File: config.mk
export PLATFORM = sky130hd
export DESIGN_NAME = segment_lcd_frame_driver
export DESIGN_NICKNAME = d
export VERILOG_FILES = /design/src/hdl/slfd_pkg.sv /design/src/hdl/slfd_ctrl.sv /design/src/hdl/slfd_datapath.sv /design/src/hdl/segment_lcd_frame_driver.sv
export SDC_FILE = /design/constraint.sdc
export NUM_CORES = 1
export LEC_CHECK = 0
export BUFFER_PORTS_ARGS = -buffer_cell sky130_fd_sc_hd__buf_2
export CAP_MARGIN = 0
export CORE_ASPECT_RATIO = 0.9
export CORE_UTILIZATION = 54
export DETAILED_ROUTE_END_ITERATION = 16
export PLACE_DENSITY = 0.77
export SLEW_MARGIN = 40
export SYNTH_ARGS = -nofsm -noshare
export SYNTH_HDL_FRONTEND = slang
export SYNTH_SLANG_ARGS = --single-unit
File: constraint.sdc
create_clock -name i_clk -period 3 [get_ports i_clk]
set_clock_uncertainty 0.1 [all_clocks]
set_input_delay 0.6 -clock i_clk [delete_from_list [all_inputs] [get_ports i_clk]]
set_output_delay 0.6 -clock i_clk [all_outputs]
set_load 0.02 [all_outputs]
File: src/hdl/slfd_pkg.sv
`timescale 1ns / 1ps
// Package for the segment LCD frame driver: word types, function codes,
// command struct and the glyph ROM. No dependencies.
package slfd_pkg;

    localparam int POSITIONS_DEF   = 8;
    localparam int GLYPH_COUNT_DEF = 40;
    localparam int WORD_BITS_DEF   = 9;
    localparam int FRAME_BITS      = 9;

    typedef enum logic [1:0] {
        FUNC_RAW   = 2'd0,
        FUNC_GLYPH = 2'd1,
        FUNC_CLEAR = 2'd2
    } t_func;

    typedef struct packed {
        logic [1:0] func;
        logic [2:0] position;
        logic [8:0] symbol_value;
        logic [5:0] glyph_index;
        logic       dot_on;
        logic       mark_on;
    } t_in_item;

    typedef struct packed {
        logic [FRAME_BITS-1:0] frame_word;
        logic                  load_strobe;
    } t_out_item;

    typedef struct packed {
        logic update;
        logic load;
        logic zero_word;
        logic strobe;
    } t_cmd;

    typedef struct packed {
        logic out_free;
    } t_status;

    function automatic logic [8:0] glyph_rom(input logic [5:0] idx);
        logic [8:0] g;
        case (idx)
            6'd0:  g = 9'd444;
            6'd1:  g = 9'd12;
            6'd2:  g = 9'd472;
            6'd3:  g = 9'd348;
            6'd4:  g = 9'd108;
            6'd5:  g = 9'd372;
            6'd6:  g = 9'd500;
            6'd7:  g = 9'd28;
            6'd8:  g = 9'd508;
            6'd9:  g = 9'd380;
            6'd10: g = 9'd0;
            6'd11: g = 9'd252;
            6'd12: g = 9'd484;
            6'd13: g = 9'd432;
            6'd14: g = 9'd460;
            6'd15: g = 9'd496;
            6'd16: g = 9'd240;
            6'd17: g = 9'd436;
            6'd18: g = 9'd236;
            6'd19: g = 9'd160;
            6'd20: g = 9'd268;
            6'd21: g = 9'd244;
            6'd22: g = 9'd416;
            6'd23: g = 9'd148;
            6'd24: g = 9'd196;
            6'd25: g = 9'd248;
            6'd26: g = 9'd124;
            6'd27: g = 9'd192;
            6'd28: g = 9'd372;
            6'd29: g = 9'd480;
            6'd30: g = 9'd428;
            6'd31: g = 9'd388;
            6'd32: g = 9'd296;
            6'd33: g = 9'd364;
            6'd34: g = 9'd408;
            6'd35: g = 9'd188;
            6'd36: g = 9'd120;
            6'd37: g = 9'd64;
            6'd38: g = 9'd452;
            6'd39: g = 9'd2;
            default: g = 9'd0;
        endcase
        return g;
    endfunction

endpackage

File: src/hdl/slfd_ctrl.sv
`timescale 1ns / 1ps
// Controller of the segment LCD frame driver: accepts input words and
// sequences the frame words. Depends on slfd_pkg.
module slfd_ctrl
    import slfd_pkg::*;
#(
    parameter int POSITIONS = POSITIONS_DEF,
    localparam int CNT_W = $clog2(POSITIONS + 2),
    localparam int IDX_W = (POSITIONS > 1) ? $clog2(POSITIONS) : 1
) (
    input  logic             i_clk,
    input  logic             i_rst_n,
    input  logic             i_in_valid,
    output logic             o_in_ready,
    input  t_status          i_status,
    output t_cmd             o_cmd,
    output logic [IDX_W-1:0] o_idx
);

    localparam logic [CNT_W-1:0] LAST = CNT_W'(POSITIONS + 1);

    typedef enum logic [1:0] {
        S_IDLE = 2'b01,
        S_EMIT = 2'b10
    } t_state;

    t_state           r_state, n_state;
    logic [CNT_W-1:0] r_cnt, n_cnt;
    logic [CNT_W-1:0] rd_pos;

    always_ff @(posedge i_clk) begin
        if (!i_rst_n) begin
            r_state <= S_IDLE;
            r_cnt   <= '0;
        end else begin
            r_state <= n_state;
            r_cnt   <= n_cnt;
        end
    end

    assign rd_pos = LAST - r_cnt;
    assign o_idx  = rd_pos[IDX_W-1:0];

    always_comb begin
        n_state         = r_state;
        n_cnt           = r_cnt;
        o_in_ready      = 1'b0;
        o_cmd.update    = 1'b0;
        o_cmd.load      = 1'b0;
        o_cmd.zero_word = (r_cnt < CNT_W'(2));
        o_cmd.strobe    = (r_cnt == LAST);
        unique case (r_state)
            S_IDLE: begin
                o_in_ready = 1'b1;
                if (i_in_valid) begin
                    o_cmd.update = 1'b1;
                    n_cnt        = '0;
                    n_state      = S_EMIT;
                end
            end
            S_EMIT: begin
                if (i_status.out_free) begin
                    o_cmd.load = 1'b1;
                    n_cnt      = r_cnt + CNT_W'(1);
                    if (r_cnt == LAST) begin
                        n_state = S_IDLE;
                    end
                end
            end
            default: begin
                n_state = S_IDLE;
            end
        endcase
    end

endmodule

File: src/hdl/slfd_datapath.sv
`timescale 1ns / 1ps
// Datapath of the segment LCD frame driver: position store, glyph lookup
// and output register. Depends on slfd_pkg.
module slfd_datapath
    import slfd_pkg::*;
#(
    parameter int POSITIONS   = POSITIONS_DEF,
    parameter int GLYPH_COUNT = GLYPH_COUNT_DEF,
    parameter int WORD_BITS   = WORD_BITS_DEF,
    localparam int IDX_W = (POSITIONS > 1) ? $clog2(POSITIONS) : 1
) (
    input  logic             i_clk,
    input  logic             i_rst_n,
    input  t_in_item         i_in_item,
    input  t_cmd             i_cmd,
    input  logic [IDX_W-1:0] i_idx,
    output t_status          o_status,
    input  logic             i_out_ready,
    output logic             o_out_valid,
    output t_out_item        o_out_item
);

    logic [WORD_BITS-1:0] r_store [POSITIONS];
    logic                 r_out_valid;
    t_out_item            r_out_item;
    logic [8:0]           glyph_word;
    logic [8:0]           glyph_sum;
    logic [WORD_BITS-1:0] wr_word;
    logic [WORD_BITS-1:0] rd_word;

    always_comb begin
        glyph_word = '0;
        if (int'(i_in_item.glyph_index) < GLYPH_COUNT) begin
            glyph_word = glyph_rom(i_in_item.glyph_index);
        end
        glyph_sum = glyph_word + {8'd0, i_in_item.dot_on} + {7'd0, i_in_item.mark_on, 1'b0};
    end

    always_comb begin
        if (i_in_item.func == FUNC_GLYPH) begin
            wr_word = WORD_BITS'(glyph_sum);
        end else begin
            wr_word = WORD_BITS'(i_in_item.symbol_value);
        end
    end

    always_ff @(posedge i_clk) begin
        if (!i_rst_n) begin
            for (int i = 0; i < POSITIONS; i++) begin
                r_store[i] <= '0;
            end
        end else if (i_cmd.update) begin
            unique case (i_in_item.func) inside
                FUNC_RAW, FUNC_GLYPH: begin
                    for (int i = 0; i < POSITIONS; i++) begin
                        if (int'(i_in_item.position) == i) begin
                            r_store[i] <= wr_word;
                        end
                    end
                end
                FUNC_CLEAR: begin
                    for (int i = 0; i < POSITIONS; i++) begin
                        r_store[i] <= '0;
                    end
                end
                default: begin
                end
            endcase
        end
    end

    assign rd_word = r_store[i_idx];

    always_ff @(posedge i_clk) begin
        if (!i_rst_n) begin
            r_out_valid <= 1'b0;
        end else if (i_cmd.load) begin
            r_out_valid <= 1'b1;
        end else if (i_out_ready) begin
            r_out_valid <= 1'b0;
        end
    end

    always_ff @(posedge i_clk) begin
        if (i_cmd.load) begin
            r_out_item.frame_word  <= i_cmd.zero_word ? 9'd0 : rd_word[8:0];
            r_out_item.load_strobe <= i_cmd.strobe;
        end
    end

    assign o_status.out_free = !r_out_valid || i_out_ready;
    assign o_out_valid       = r_out_valid;
    assign o_out_item        = r_out_item;

endmodule

File: src/hdl/segment_lcd_frame_driver.sv
`timescale 1ns / 1ps
// Top level of the segment LCD frame driver: joins controller and datapath.
// Depends on slfd_pkg, slfd_ctrl and slfd_datapath.
//
// Usage:
//   The input channel (i_in_valid, o_in_ready, i_in_item) takes one command
//   word: a raw write, a glyph write, a clear of all positions, or an unused
//   code that leaves the store as it is. The store is updated at the edge that
//   accepts the word. The output channel (o_out_valid, i_out_ready, o_out_item)
//   then delivers POSITIONS + 2 frame words: two zero words, then positions
//   POSITIONS-1 down to 0. load_strobe is high on the last word only.
//   After acceptance the controller enters its emit state, in which one frame
//   word is loaded into the output register each cycle in which it is empty
//   or being taken, in the order set by the frame word counter.
//   o_in_ready rises again once the last word has entered the output
//   register, so the next command may be accepted while it still waits.
//   A stalled receiver holds the output word and pauses the frame sequence.
//   Reset clears the store to blank, empties the output register and
//   returns the controller to idle.
module segment_lcd_frame_driver
    import slfd_pkg::*;
#(
    parameter int POSITIONS   = POSITIONS_DEF,
    parameter int GLYPH_COUNT = GLYPH_COUNT_DEF,
    parameter int WORD_BITS   = WORD_BITS_DEF
) (
    input  logic      i_clk,
    input  logic      i_rst_n,
    input  logic      i_in_valid,
    output logic      o_in_ready,
    input  t_in_item  i_in_item,
    output logic      o_out_valid,
    input  logic      i_out_ready,
    output t_out_item o_out_item
);

    localparam int IDX_W = (POSITIONS > 1) ? $clog2(POSITIONS) : 1;

    t_cmd             cmd;
    t_status          status;
    logic [IDX_W-1:0] idx;

    slfd_ctrl #(
        .POSITIONS (POSITIONS)
    ) u_ctrl (
        .i_clk      (i_clk),
        .i_rst_n    (i_rst_n),
        .i_in_valid (i_in_valid),
        .o_in_ready (o_in_ready),
        .i_status   (status),
        .o_cmd      (cmd),
        .o_idx      (idx)
    );

    slfd_datapath #(
        .POSITIONS   (POSITIONS),
        .GLYPH_COUNT (GLYPH_COUNT),
        .WORD_BITS   (WORD_BITS)
    ) u_datapath (
        .i_clk       (i_clk),
        .i_rst_n     (i_rst_n),
        .i_in_item   (i_in_item),
        .i_cmd       (cmd),
        .i_idx       (idx),
        .o_status    (status),
        .i_out_ready (i_out_ready),
        .o_out_valid (o_out_valid),
        .o_out_item  (o_out_item)
    );

    a_busy_after_accept: assert property (@(posedge i_clk) disable iff (!i_rst_n)
        (i_in_valid && o_in_ready) |=> !o_in_ready)
        else $error("input accepted again while a frame is in progress");

    a_no_load_when_idle: assert property (@(posedge i_clk) disable iff (!i_rst_n)
        !(o_in_ready && cmd.load))
        else $error("frame word loaded while controller idle");

    a_idle_after_strobe: assert property (@(posedge i_clk) disable iff (!i_rst_n)
        (cmd.load && cmd.strobe) |=> (o_in_ready && o_out_valid && o_out_item.load_strobe))
        else $error("last frame word did not return controller to idle");

endmodule

==> impl_metrics.tcl <==
set metrics [dict create \
    status "complete, no violations" \
    core_area_mm2 0.008184 \
    drive_gt1_share_pct 27.29 \
    drv_cap 0 \
    synth_edf_count 46 \
    grt_max_degree 24 \
    synth_top_area_share_pct 29.70 \
    cts_sinks 89 \
    p_int_mw 1.859 \
    hp-class "flop to flop" \
    portBuffers 37 \
    avgSynthCellArea_um2 10.67 \
    fmax_ghz 0.3546 \
    grt_pass1_wl_um 18200 \
    ys_ff_latch 89 \
    htreeDepth 3 \
    yosysTopAreaCell "edfxtp_1" \
    rsz0062_at_grt "no" \
    critPathLaunchType "primary input" \
    die_w_um 99.83 \
    crit_path_end_kind "flop" \
    syn_area_mm2 0.004651 \
    route.detailed.drc 0 \
    syn_inst 436 \
    fin_nets 547 \
    synth_top_family_by_area "simple AND/OR/NAND/NOR gates" \
    synthAdderAreaFrac_pct 3.497 \
    synth_area_leaders "edfxtp_1 30%, dfxtp_1 19%, mux4_2 9.2%" \
    dp_hpwl_um 8204 \
    drt-vias-per-instance 5.914 \
    routed_wl_um 11210 \
    p_sw_uw 598.3 \
    slew_viol_final 0 \
    die_h_um 90.04 \
    cts-root-buf "clkbuf_8" \
    cp_max_fo 8 \
    fin_util_pct 66.37 \
    peakVddDrop_v 0.0002258 \
    synth-main-ff-cell "edfxtp_1" \
    place_congestion 0.9541 \
    clk_latency_ps 350 \
    synth_nets 475 \
    cp.arrival_ps 2930 \
    hold_viol 0 \
    tightest_slew_ps 757.7 \
    combPwrFrac_pct 13.5 \
    grt_pass1_vias 3665 \
    holdWs_ps 354.2 \
    ant_nets 0 \
    cts_buffers 9 \
    fin_crit_ps 2820 \
    row_count 31 \
    synthXorXnorAreaFrac_pct 0.7533 \
    diodes 0 \
    synth.most_common_cell "nor2_1" \
    grt-ovfl-total 0 \
    synthMuxAreaShare_pct 13.21 \
    maxSlewHeadroom_pct 49.49 \
    die_area_mm2 0.008988 \
    netSwitchingFraction_pct 24.35 \
    pre_cts_ws_ps -156.4 \
    path_clk_slew_ps 80 \
    start_util_pct 56.83 \
    power_frac_seq_pct 53.6 \
    p_leak_nw 2.093 \
    dr.pass1.iters 4 \
    p_clk_share_pct 32.9 \
    setup_ws_ps 179.6 \
    grt_use_total_pct 26.70 \
    ys_warn_count 0 \
    required_ps 3110 \
    clock_path_buffers 2 \
    seq_area_frac_synth_pct 48.21 \
    synth_common_cells "64 x nor2_1, 46 x edfxtp_1, 43 x dfxtp_1, 40 x nand2_1, 30 x o21ai_0" \
    setup_viol 0 \
    worstSetupPathType "primary input to flop" \
    finalSetupTns_ps 0 \
    netlist-cell-type-count 62 \
    num_vias 3714 \
    postCtsSetupBuffers 0 \
    antenna_found_initial 0 \
    async_flop_share_pct 0 \
    post_drt_wl_per_cell_um 17.84 \
    cts_tree "done" \
    synthToLayoutAreaGrowth_pct 16.79 \
    p_per_area_mw_per_mm2 452.3 \
    drt_iter0_drc 259 \
    synthSimpleGateAreaFrac_pct 18.11 \
    synth-compound-area-share_pct 13.72 \
    pin_count 38 \
    min_period_over_period_pct 94.01 \
]
[flip-flops by register name (all words and copies together) (netlist names)]
register,count
u_ctrl.r_cnt,4
u_ctrl.r_state,2
u_datapath.o_out_item,10
u_datapath.o_out_valid,1
u_datapath.r_store,72
[power groups by stage]
stage               Combinational [mW]  Sequential [mW]  Clock (mW)
floorplan                        0.192             1.34           0
global placement                 0.319             1.34           0
detailed placement               0.326             1.35           0
CTS                              0.327             1.32       0.821
global route                     0.361             1.32       0.861
finish                           0.331             1.32       0.809
[per-stage QoR]
step           total power, mW  area [um2]  cells
6_report                 2.457        5431    628
4_1_cts                  2.465        5429    628
3_5_place_dp             1.671        5233    612
3_3_place_gp             1.662        5233    612
5_1_grt                  2.542        5431    628
2_1_floorplan            1.536        4651    436
[path summary, 6_finish.rpt]
kind,startpoint,endpoint,slack (ps),cells after the start
min reg2reg,u_datapath.r_store[5][4],u_datapath.r_store[5][4],350,2
max reg2reg,u_ctrl.r_state[0],u_datapath.r_store[3][8],690,6
max,i_in_item[2],u_datapath.r_store[0][8],180,12
min,u_datapath.r_store[5][4],u_datapath.r_store[5][4],350,2
[worst max-delay path, stage by stage]
cell	delay (ps)
buf_2	110
inv_1	140
ha_1	290
buf_4	150
buf_4	130
nand3b_1	80
o211ai_1	150
o211a_1	230
nor3_2	350
a31oi_1	170
o31a_4	420
nor2_1	110
[metal layers]
| metal | up-vias | share of wire (%) | global-route usage (%) |
|---|---|---|---|
| met5 | - | 0 | 0 |
| li1 | 1754 | - | - |
| met2 | 145 | 50 | 43.56 |
| met3 | 23 | 6.4 | 7.465 |
| met1 | 1792 | 42 | 34.02 |
| met4 | 0 | 1.8 | 9.191 |
[cells in the final DEF (no fill, tap or decap), types with 3 or more instances in the layout]
cell type	instances
nor2_1	64
edfxtp_1	46
buf_4	43
dfxtp_1	43
nand2_1	40
buf_2	37
o21ai_0	30
mux4_2	19
mux2i_1	15
a21oi_1	13
ha_1	12
nor2b_1	10
clkbuf_8	10
nand2b_1	9
o21ai_1	9
inv_1	6
nand3_1	6
and2_1	6
nor3_1	6
o21a_1	6
a31oi_1	6
a211oi_1	6
nand3b_1	5
or2_2	4
a21oi_2	4
and3_1	3
nor3b_1	3
and4_4	3
[logic make-up after synthesis]
group / count (synthesis)
xor gates and xnor gates: 4
adders and majority gates: 13
AOI/OAI and AO/OA: 95
buffers and inverters: 27
DFF: 89
muxes: 37
and+or+nand+nor: 171
[cell type report]
| cell class | instances | area [um2] |
|---|---|---|
| clock buffer | 12 | 145.1 |
| sequential | 89 | 2242 |
| clock inverter | 4 | 51.30 |
| fill | 633 | 2753 |
| multi-input combinational | 320 | 2295 |
| inverter | 7 | 26.28 |
| timing repair buffer | 81 | 528.0 |
| tap | 115 | 143.9 |
[what timing repair did]
action / 4_1_cts / 5_1_grt
setup endpoints to repair: 0 / 5
hold buffers: 0 / 0
resized for setup: 0 / 1
No activity file was read; power rests on OpenSTA's default activity.
